<file path="src/design/sha_pkg.sv">
// ----------------------------------------------------------------------------
// sha_pkg
// constants, types and round functions shared by the sha-256 stream hasher
// ----------------------------------------------------------------------------
package sha_pkg;

  localparam int BLOCK_BYTES = 64;
  localparam int WORDS = 16;
  localparam int ROUNDS = 64;
  localparam logic [7:0] PAD_BYTE = 8'h80;
  localparam logic [5:0] LEN_POS = 6'd56;

  typedef enum logic [3:0] {
    ST_IDLE,    // accept bytes
    ST_LOAD,    // copy 16 words from buffer into schedule
    ST_ROUND,   // 64 rounds
    ST_ADD,     // fold working vars into hash
    ST_PAD,     // write padding bytes one per cycle
    ST_OUT      // emit digest words
  } state_t;

  // why a compression was started
  typedef enum logic [1:0] {
    CM_FILL,
    CM_PAD1,
    CM_FINAL
  } cmode_t;

  function automatic logic [31:0] k_const(input logic [5:0] i);
    logic [31:0] k [64];
    k = '{
      32'h428a2f98, 32'h71374491, 32'hb5c0fbcf, 32'he9b5dba5,
      32'h3956c25b, 32'h59f111f1, 32'h923f82a4, 32'hab1c5ed5,
      32'hd807aa98, 32'h12835b01, 32'h243185be, 32'h550c7dc3,
      32'h72be5d74, 32'h80deb1fe, 32'h9bdc06a7, 32'hc19bf174,
      32'he49b69c1, 32'hefbe4786, 32'h0fc19dc6, 32'h240ca1cc,
      32'h2de92c6f, 32'h4a7484aa, 32'h5cb0a9dc, 32'h76f988da,
      32'h983e5152, 32'ha831c66d, 32'hb00327c8, 32'hbf597fc7,
      32'hc6e00bf3, 32'hd5a79147, 32'h06ca6351, 32'h14292967,
      32'h27b70a85, 32'h2e1b2138, 32'h4d2c6dfc, 32'h53380d13,
      32'h650a7354, 32'h766a0abb, 32'h81c2c92e, 32'h92722c85,
      32'ha2bfe8a1, 32'ha81a664b, 32'hc24b8b70, 32'hc76c51a3,
      32'hd192e819, 32'hd6990624, 32'hf40e3585, 32'h106aa070,
      32'h19a4c116, 32'h1e376c08, 32'h2748774c, 32'h34b0bcb5,
      32'h391c0cb3, 32'h4ed8aa4a, 32'h5b9cca4f, 32'h682e6ff3,
      32'h748f82ee, 32'h78a5636f, 32'h84c87814, 32'h8cc70208,
      32'h90befffa, 32'ha4506ceb, 32'hbef9a3f7, 32'hc67178f2};
    return k[i];
  endfunction

  function automatic logic [31:0] h_init(input logic [2:0] i);
    logic [31:0] h [8];
    h = '{32'h6a09e667, 32'hbb67ae85, 32'h3c6ef372, 32'ha54ff53a,
          32'h510e527f, 32'h9b05688c, 32'h1f83d9ab, 32'h5be0cd19};
    return h[i];
  endfunction

  function automatic logic [31:0] rotr(input logic [31:0] x, input int n);
    return (x >> n) | (x << (32 - n));
  endfunction

endpackage

</file>
<file path="src/design/sha_ram.sv">
// ----------------------------------------------------------------------------
// sha_ram
// generic single-port-write, one-read ram with registered read data
// ----------------------------------------------------------------------------
module sha_ram #(
  parameter int WIDTH = 8,
  parameter int DEPTH = 64
) (
  input  logic                     clk,
  input  logic                     we,
  input  logic [$clog2(DEPTH)-1:0] waddr,
  input  logic [WIDTH-1:0]         wdata,
  input  logic [$clog2(DEPTH)-1:0] raddr,
  output logic [WIDTH-1:0]         rdata
);

  logic [WIDTH-1:0] mem [DEPTH];

  always_ff @(posedge clk) begin
    if (we) begin
      mem[waddr] <= wdata;
    end
    rdata <= mem[raddr];
  end

endmodule

</file>
<file path="src/design/sha_core.sv">
// ----------------------------------------------------------------------------
// sha_core
// one sha-256 round per cycle while round_en is high, with a rolling 16-word message schedule
// ----------------------------------------------------------------------------
module sha_core (
  input  logic        clk,
  input  logic        load_en,    // shift in a schedule word
  input  logic [31:0] load_word,
  input  logic        init,       // take working vars from hash
  input  logic        round_en,
  input  logic [5:0]  round_idx,
  input  logic [255:0] hash_in,
  output logic [255:0] work_out
);

  logic [31:0] w [16];
  logic [31:0] a, b, c, d, e, f, g, h;
  logic [31:0] s0, s1, wnew, wcur, t1, t2;

  always_comb begin
    s0 = sha_pkg::rotr(w[1], 7) ^ sha_pkg::rotr(w[1], 18) ^ (w[1] >> 3);
    s1 = sha_pkg::rotr(w[14], 17) ^ sha_pkg::rotr(w[14], 19) ^ (w[14] >> 10);
    wnew = w[0] + s0 + w[9] + s1;
    wcur = w[0];
    t1 = h + (sha_pkg::rotr(e, 6) ^ sha_pkg::rotr(e, 11) ^ sha_pkg::rotr(e, 25))
         + ((e & f) ^ (~e & g)) + sha_pkg::k_const(round_idx) + wcur;
    t2 = (sha_pkg::rotr(a, 2) ^ sha_pkg::rotr(a, 13) ^ sha_pkg::rotr(a, 22))
         + ((a & b) ^ (a & c) ^ (b & c));
  end

  // w[0] is the word used by the current round
  always_ff @(posedge clk) begin
    if (load_en || round_en) begin
      for (int i = 0; i < 15; i++) begin
        w[i] <= w[i+1];
      end
      w[15] <= load_en ? load_word : wnew;
    end
    if (init) begin
      {a, b, c, d, e, f, g, h} <= hash_in;
    end else if (round_en) begin
      h <= g; g <= f; f <= e; e <= d + t1;
      d <= c; c <= b; b <= a; a <= t1 + t2;
    end
  end

  assign work_out = {a, b, c, d, e, f, g, h};

endmodule

</file>
<file path="src/design/sha256_stream_hasher_top.sv">
// ----------------------------------------------------------------------------
// sha256_stream_hasher_top
// byte-serial sha-256 hasher, block buffer in a ram
// ----------------------------------------------------------------------------
// usage:
//   input channel in_valid/in_stall carries one request per message byte
//   (byte_valid) and optionally end_of_message. output channel
//   out_valid/out_stall gives the eight digest words, index 0 first,
//   last_word on index 7.
//   bytes are taken one per cycle while in_stall is low; the 64th byte of a
//   block starts a compression: a load phase reads the buffer one byte at
//   a time into 16 schedule words, then 64 rounds run, then the working
//   vars are folded into the hash, paced by the single round unit and the
//   one-read buffer ram. an end request sweeps the 64 buffer positions
//   one per cycle, rewriting those from fill onward, runs one or two
//   compressions, then emits 8 words, one per cycle unless stalled. two
//   compressions run when the padding spills into a second block or when
//   the end request carries the 64th byte of a block.
//   input stall is high throughout any compression, padding or output.
//   a stalled output word holds until taken; afterwards the block returns
//   to its reset state for the next message.
//   reset (rst, synchronous) restores the initial hash and clears counts;
//   the buffer ram needs no clearing.
// ----------------------------------------------------------------------------
module sha256_stream_hasher_top (
  input  logic        clk,
  input  logic        rst,
  input  logic        in_valid,
  output logic        in_stall,
  input  logic [7:0]  data_byte,
  input  logic        byte_valid,
  input  logic        end_of_message,
  output logic        out_valid,
  input  logic        out_stall,
  output logic [31:0] digest_word,
  output logic [2:0]  word_index,
  output logic        last_word
);

  sha_pkg::state_t state, state_next;
  sha_pkg::cmode_t cmode;
  logic [255:0] hash;
  logic [5:0]  fill;
  logic [63:0] total;
  logic [6:0]  cnt;        // load/round/pad counter
  logic [2:0]  oidx;
  logic        pend_end;   // end seen with a block-filling byte; also marks a second pad block

  logic        we;
  logic [5:0]  waddr, raddr;
  logic [7:0]  wdata, rdata;
  logic [31:0] lword;
  logic [255:0] work;
  logic        acc;
  logic [63:0] bits;

  assign acc = in_valid && !in_stall;
  assign bits = total << 3;

  sha_ram #(.WIDTH(8), .DEPTH(sha_pkg::BLOCK_BYTES)) u_buf (
    .clk(clk), .we(we), .waddr(waddr), .wdata(wdata), .raddr(raddr), .rdata(rdata)
  );

  // load reads 4 bytes per word: cnt counts byte reads 0..63, data in the next cycle
  logic        load_word_en;
  logic        init_core, round_en;
  assign raddr = cnt[5:0];

  sha_core u_core (
    .clk(clk), .load_en(load_word_en), .load_word(lword), .init(init_core),
    .round_en(round_en), .round_idx(cnt[5:0]), .hash_in(hash), .work_out(work)
  );

  // next state
  always_comb begin
    state_next = state;
    case (state)
      sha_pkg::ST_IDLE: begin
        if (acc && byte_valid && fill == 6'd63) begin
          state_next = sha_pkg::ST_LOAD;
        end else if (acc && end_of_message) begin
          state_next = sha_pkg::ST_PAD;
        end
      end
      sha_pkg::ST_LOAD:  if (cnt == 7'd64) state_next = sha_pkg::ST_ROUND;
      sha_pkg::ST_ROUND: if (cnt == 7'd63) state_next = sha_pkg::ST_ADD;
      sha_pkg::ST_ADD: begin
        case (cmode)
          sha_pkg::CM_FILL:  state_next = pend_end ? sha_pkg::ST_PAD : sha_pkg::ST_IDLE;
          sha_pkg::CM_PAD1:  state_next = sha_pkg::ST_PAD;
          sha_pkg::CM_FINAL: state_next = sha_pkg::ST_OUT;
          default:           state_next = sha_pkg::ST_IDLE;
        endcase
      end
      sha_pkg::ST_PAD: begin
        if (cnt[5:0] == 6'd63) begin
          state_next = sha_pkg::ST_LOAD;
        end
      end
      sha_pkg::ST_OUT:   if (!out_stall && oidx == 3'd7) state_next = sha_pkg::ST_IDLE;
      default:           state_next = sha_pkg::ST_IDLE;
    endcase
  end

  // outputs
  always_comb begin
    in_stall = (state != sha_pkg::ST_IDLE);
    we = 1'b0;
    waddr = fill;
    wdata = data_byte;
    load_word_en = 1'b0;
    init_core = 1'b0;
    round_en = 1'b0;
    case (state)
      sha_pkg::ST_IDLE: we = acc && byte_valid;
      sha_pkg::ST_LOAD: begin
        load_word_en = (cnt != 7'd0) && (cnt[1:0] == 2'd0);
        init_core = (cnt == 7'd64);
      end
      sha_pkg::ST_ROUND: round_en = 1'b1;
      sha_pkg::ST_PAD: begin
        // cnt sweeps the whole block position; bytes before fill untouched
        we = (cnt[5:0] >= fill);
        waddr = cnt[5:0];
        // pad byte in the second block of a two-block finish must not be written:
        // pend_end marks that block, so fill = 0 there gets zero instead
        if (cnt[5:0] == fill && !pend_end) begin
          wdata = sha_pkg::PAD_BYTE;
        end else if (cmode == sha_pkg::CM_FINAL && cnt[5:0] >= sha_pkg::LEN_POS) begin
          wdata = bits[8*(7 - int'(cnt[2:0])) +: 8];
        end else begin
          wdata = 8'h00;
        end
      end
      default: ;
    endcase
  end

  // assemble schedule word from registered byte reads
  logic [23:0] lsh;
  assign lword = {lsh, rdata};

  always_ff @(posedge clk) begin
    if (state == sha_pkg::ST_LOAD) begin
      lsh <= {lsh[15:0], rdata};
    end
  end

  always_ff @(posedge clk) begin
    if (rst) begin
      state <= sha_pkg::ST_IDLE;
      for (int i = 0; i < 8; i++) begin
        hash[255-32*i -: 32] <= sha_pkg::h_init(3'(i));
      end
      fill <= '0;
      total <= '0;
      cnt <= '0;
      oidx <= '0;
      pend_end <= 1'b0;
      cmode <= sha_pkg::CM_FILL;
    end else begin
      state <= state_next;
      case (state)
        sha_pkg::ST_IDLE: begin
          cnt <= '0;
          if (acc) begin
            if (byte_valid) begin
              fill <= fill + 6'd1;
              total <= total + 64'd1;
            end
            pend_end <= end_of_message && byte_valid && fill == 6'd63;
            cmode <= sha_pkg::CM_FILL;
            if (end_of_message && !(byte_valid && fill == 6'd63)) begin
              // decide pad mode: fill after this byte
              cmode <= ((byte_valid ? fill + 6'd1 : fill) > 6'd55) ?
                       sha_pkg::CM_PAD1 : sha_pkg::CM_FINAL;
              if (byte_valid) fill <= fill + 6'd1;
            end
          end
        end
        sha_pkg::ST_LOAD: cnt <= (cnt == 7'd64) ? 7'd0 : cnt + 7'd1;
        sha_pkg::ST_ROUND: cnt <= cnt + 7'd1;
        sha_pkg::ST_ADD: begin
          cnt <= '0;
          for (int i = 0; i < 8; i++) begin
            hash[255-32*i -: 32] <= hash[255-32*i -: 32] + work[255-32*i -: 32];
          end
          if (cmode == sha_pkg::CM_FILL && pend_end) begin
            pend_end <= 1'b0;
            fill <= '0;
            cmode <= sha_pkg::CM_FINAL;
          end else if (cmode == sha_pkg::CM_PAD1) begin
            // second block: all zero plus length, pad byte already placed
            cmode <= sha_pkg::CM_FINAL;
            fill <= '0;
            pend_end <= 1'b1;
          end
          oidx <= '0;
        end
        sha_pkg::ST_PAD: begin
          cnt <= cnt + 7'd1;
          if (cnt[5:0] == 6'd63) cnt <= '0;
        end
        sha_pkg::ST_OUT: begin
          if (!out_stall) begin
            oidx <= oidx + 3'd1;
            if (oidx == 3'd7) begin
              for (int i = 0; i < 8; i++) begin
                hash[255-32*i -: 32] <= sha_pkg::h_init(3'(i));
              end
              fill <= '0;
              total <= '0;
              pend_end <= 1'b0;
              cmode <= sha_pkg::CM_FILL;
            end
          end
        end
        default: ;
      endcase
    end
  end

  assign out_valid = (state == sha_pkg::ST_OUT);
  assign digest_word = hash[255 - 32*int'(oidx) -: 32];
  assign word_index = oidx;
  assign last_word = (oidx == 3'd7);

endmodule

</file>
<file path="config.mk">
export PLATFORM = sky130hd
export DESIGN_NAME = sha256_stream_hasher_top
export DESIGN_NICKNAME = d
export VERILOG_FILES = /design/src/design/sha_pkg.sv /design/src/design/sha_ram.sv /design/src/design/sha_core.sv /design/src/design/sha256_stream_hasher_top.sv
export SDC_FILE = /design/constraint.sdc
export NUM_CORES = 2
export LEC_CHECK = 0
export BUFFER_PORTS_ARGS = -buffer_cell sky130_fd_sc_hd__clkbuf_2
export CORE_MARGIN = 4
export CORE_UTILIZATION = 23
export DETAILED_ROUTE_END_ITERATION = 10
export PLACE_DENSITY_LB_ADDON = 0.2
export SYNTH_ARGS = -nofsm -noshare
export SYNTH_HDL_FRONTEND = slang
export SYNTH_SLANG_ARGS = --single-unit
</file>
<file path="constraint.sdc">
create_clock -name clk -period 37.9 [get_ports clk]
set_input_delay 3.79 -clock clk [delete_from_list [all_inputs] [get_ports clk]]
set_output_delay 3.79 -clock clk [all_outputs]
set_load 0.005 [all_outputs]
</file>
==> run metrics <==
status completed; Num Clock Sinks 1,651; fraction of registers with async set/reset 0%; Placement Cell Area 96,200 um^2; share of cells above drive strength 1 11.0%; H-tree depth 4; leading cell types by count after synthesis edfxtp_1 (1,304), nand2_1 (1,018), nor2_1 (527); hold bufs inserted after CTS 0; Hold Crit Class reg2reg; Max stage delay cell, worst path ha_1; number of DRC markers in iteration 0 5,202; Top cell by count, worst path fa_1; Detailed Routing Iterations Pass 1 6; Required @ worst endpoint 38.46 ns; WS Path Type reg2reg; power consumption 6.42 mW; worst r2r dst u_core.a[31]; Via-to-Cell Ratio 4.68; Ports 52; period utilization 28.6%; Reg clk slew, reported paths 0.06 ns; most frequent cell after synthesis edfxtp_1; Slew Limit Fails 0; IO Port Bufs 51; Overflow after GRT 0; num rows 229; ranking of synthesized cells by area edfxtp_1 (44%), dfxtp_1 (7.7%), mux4_2 (6.2%); layout overhead on the synthesized area 14.3%; global placer's final weighted congestion 0.889; CTS Root Cell clkbuf_16; synthesis-stage register bit count 1,651; worst hold path endpoint u_core.w[1][216]; clk_lat worst skew 0.88 ns; fmax 0.0921 GHz; RSZ-0062 raised after global routing no; sequential share of the synthesized area 51.3%; syn_nets 8,320; endpoint type of the worst setup path register; cts repair resizes 0; largest fanout on the critical path 20; number of synthesis warnings 0; Critical Path Max Stage Delay 1.12 ns; Slew HR 21.4%; top cell type's share of synthesized area 43.6%; Top FF cell, synth edfxtp_1; core region area 389,000 um^2; per-cell routed wire length 23.6 um; syn avg cell area 11.7 um^2; Worst setup SP type register; P_leak 36.6 nW; total CTS buffers 198; CTS tree built; clk buf depth 4; largest net degree at the start of global routing 196; die area 400,000 um^2; first-pass GRT wire length 444 mm; DRT antenna net count 0; maximum VDD drop 0.0000694 V; Final Net Count 8,309; Layout fillers 40,556; worst-margin pin slew 1.17 ns; number of antenna violations at the first check in global routing 15; Unique masters post-synth 116; Tmin final 10.85 ns; Final setup viols 0; reg2reg path depth 34; post-detail-place hpwl 221 mm; CP Data Arrival Time 11.41 ns; DRC 0; Fin. Hold Viols 0; Post-synth EDFFs 1,304; synthesized area 89,800 um^2; min-delay src u_core.w[1][248]; via count 61,072; setup_tns 0 ns; area leader, netlist edfxtp_1; max cap viols 0; vias in the first global route 61,165; Total Routing Usage GR 14.9%; Setup Skew 0.0778 ns; worst r2r src cnt[1]; post-synthesis instance total 7,707; hold path cells 0; Initial Util 23.1%; Setup Buffers After CTS 0; pwr dens 62.5 nW/um^2; die width 633 um; post-route cell area 103,000 um^2; die height 633 um; final wirelength 307 mm; R2R setup slack 27.05 ns
## registers in the layout, indices dropped and copies added, names as in the netlist, 2 cells and up
register,cells
u_core.b,32
total,61
u_core.g,32
cnt,7
u_core.w,512
u_core.a,32
hash,256
u_core.f,32
u_buf.rdata,8
u_core.e,32
u_buf.mem,512
lsh,24
word_index,3
cmode,2
u_core.c,32
state,3
fill,6
u_core.h,32
u_core.d,32
## final cells by class
type                            count  area, um^2  share of cell area [%]
Timing Repair Buffer              145        1000                   0.979
Tap cell                         5197        6500                    6.34
Sequential cell                  1651       46100                    45.0
Multi-Input combinational cell   5299       41000                    40.0
Antenna cell                        3        7.51                 0.00732
Inverter                          401        1510                    1.47
Clock inverter                    118        1180                    1.15
Clock buffer                      242        5230                    5.10
## power by group
| part | total, mW | switching [mW] | internal [mW] |
|---|---|---|---|
| clock | 1.90 | 0.813 | 1.09 |
| sequential | 2.13 | 0.0163 | 2.11 |
| combinational | 2.38 | 1.45 | 0.937 |
## worst max-delay path by stage
stage                        start             end  cells after the start
after global placement      cnt[1]    u_core.a[31]                     37
after CTS                   cnt[1]    u_core.a[31]                     34
after detailed placement    cnt[1]    u_core.a[31]                     34
final                       cnt[1]    u_core.a[31]                     34
after global routing        cnt[1]    u_core.a[31]                     35
after floorplan           state[1]  u_core.w[0][0]                      4
## critical path: cells and delay by family, from the launching register on
kind                       cells  cell delay, ns
buffers and inverters          3            0.74
DFF                            1            0.52
AOI/OAI and AO/OA             17            4.07
xor gates and xnor gates       3            0.63
adders and majority gates      7            3.80
and+or+nand+nor                4            0.75
## per-layer routing
metal / up-vias / part of all wire [%] / track usage, % / wire length [um]
met1: 31104 / 47 / 21.0 / 143000
li1: 28034 / - / - / -
met4: 0 / 2.9 / 4.10 / 9040
met5: - / 0 / 0 / 0
met3: 375 / 4.3 / 1.58 / 13200
met2: 1559 / 46 / 24.3 / 142000
## through the flow
step | std cells | hold WS (ns) | setup slack, ns | utilization [%]
detailed placement | 12693 | 0.405 | 27.14 | 24.7
global placement | 12693 | 0.401 | 27.13 | 24.7
finish | 13056 | 0.360 | 27.05 | 26.4
floorplan | 7707 | 0.400 | 13.10 | -
global route | 13054 | 0.375 | 26.30 | 26.4
CTS | 13053 | 0.348 | 27.10 | 26.4
## cell families after synthesis
group / Yosys count / synth area share, %
XOR/XNOR: 637 / 6.21
AND/OR/NAND/NOR: 2086 / 10.2
flip-flops: 1651 / 51.3
buffers and inverters: 757 / 3.17
multiplexers: 325 / 7.16
adder cells (fa/ha/maj): 622 / 10.2
AO/OA/AOI/OAI: 1629 / 11.7
## layout by cell type, fill, tap and decap left out, types with 57 or more instances in the layout
cell type / count
edfxtp_1: 1304
xnor2_1: 376
xor2_1: 261
nand2_1: 1014
ha_1: 404
o21ai_0: 306
inv_1: 395
nand2b_1: 84
a22oi_1: 64
o21a_1: 57
nor2_1: 523
dfxtp_1: 338
nor3_1: 82
o22ai_1: 93
clkbuf_16: 201
a21oi_1: 455
fa_1: 195
a21o_1: 191
mux4_2: 248
buf_4: 91
nand3_1: 99
(Power assumes the default switching activity.)
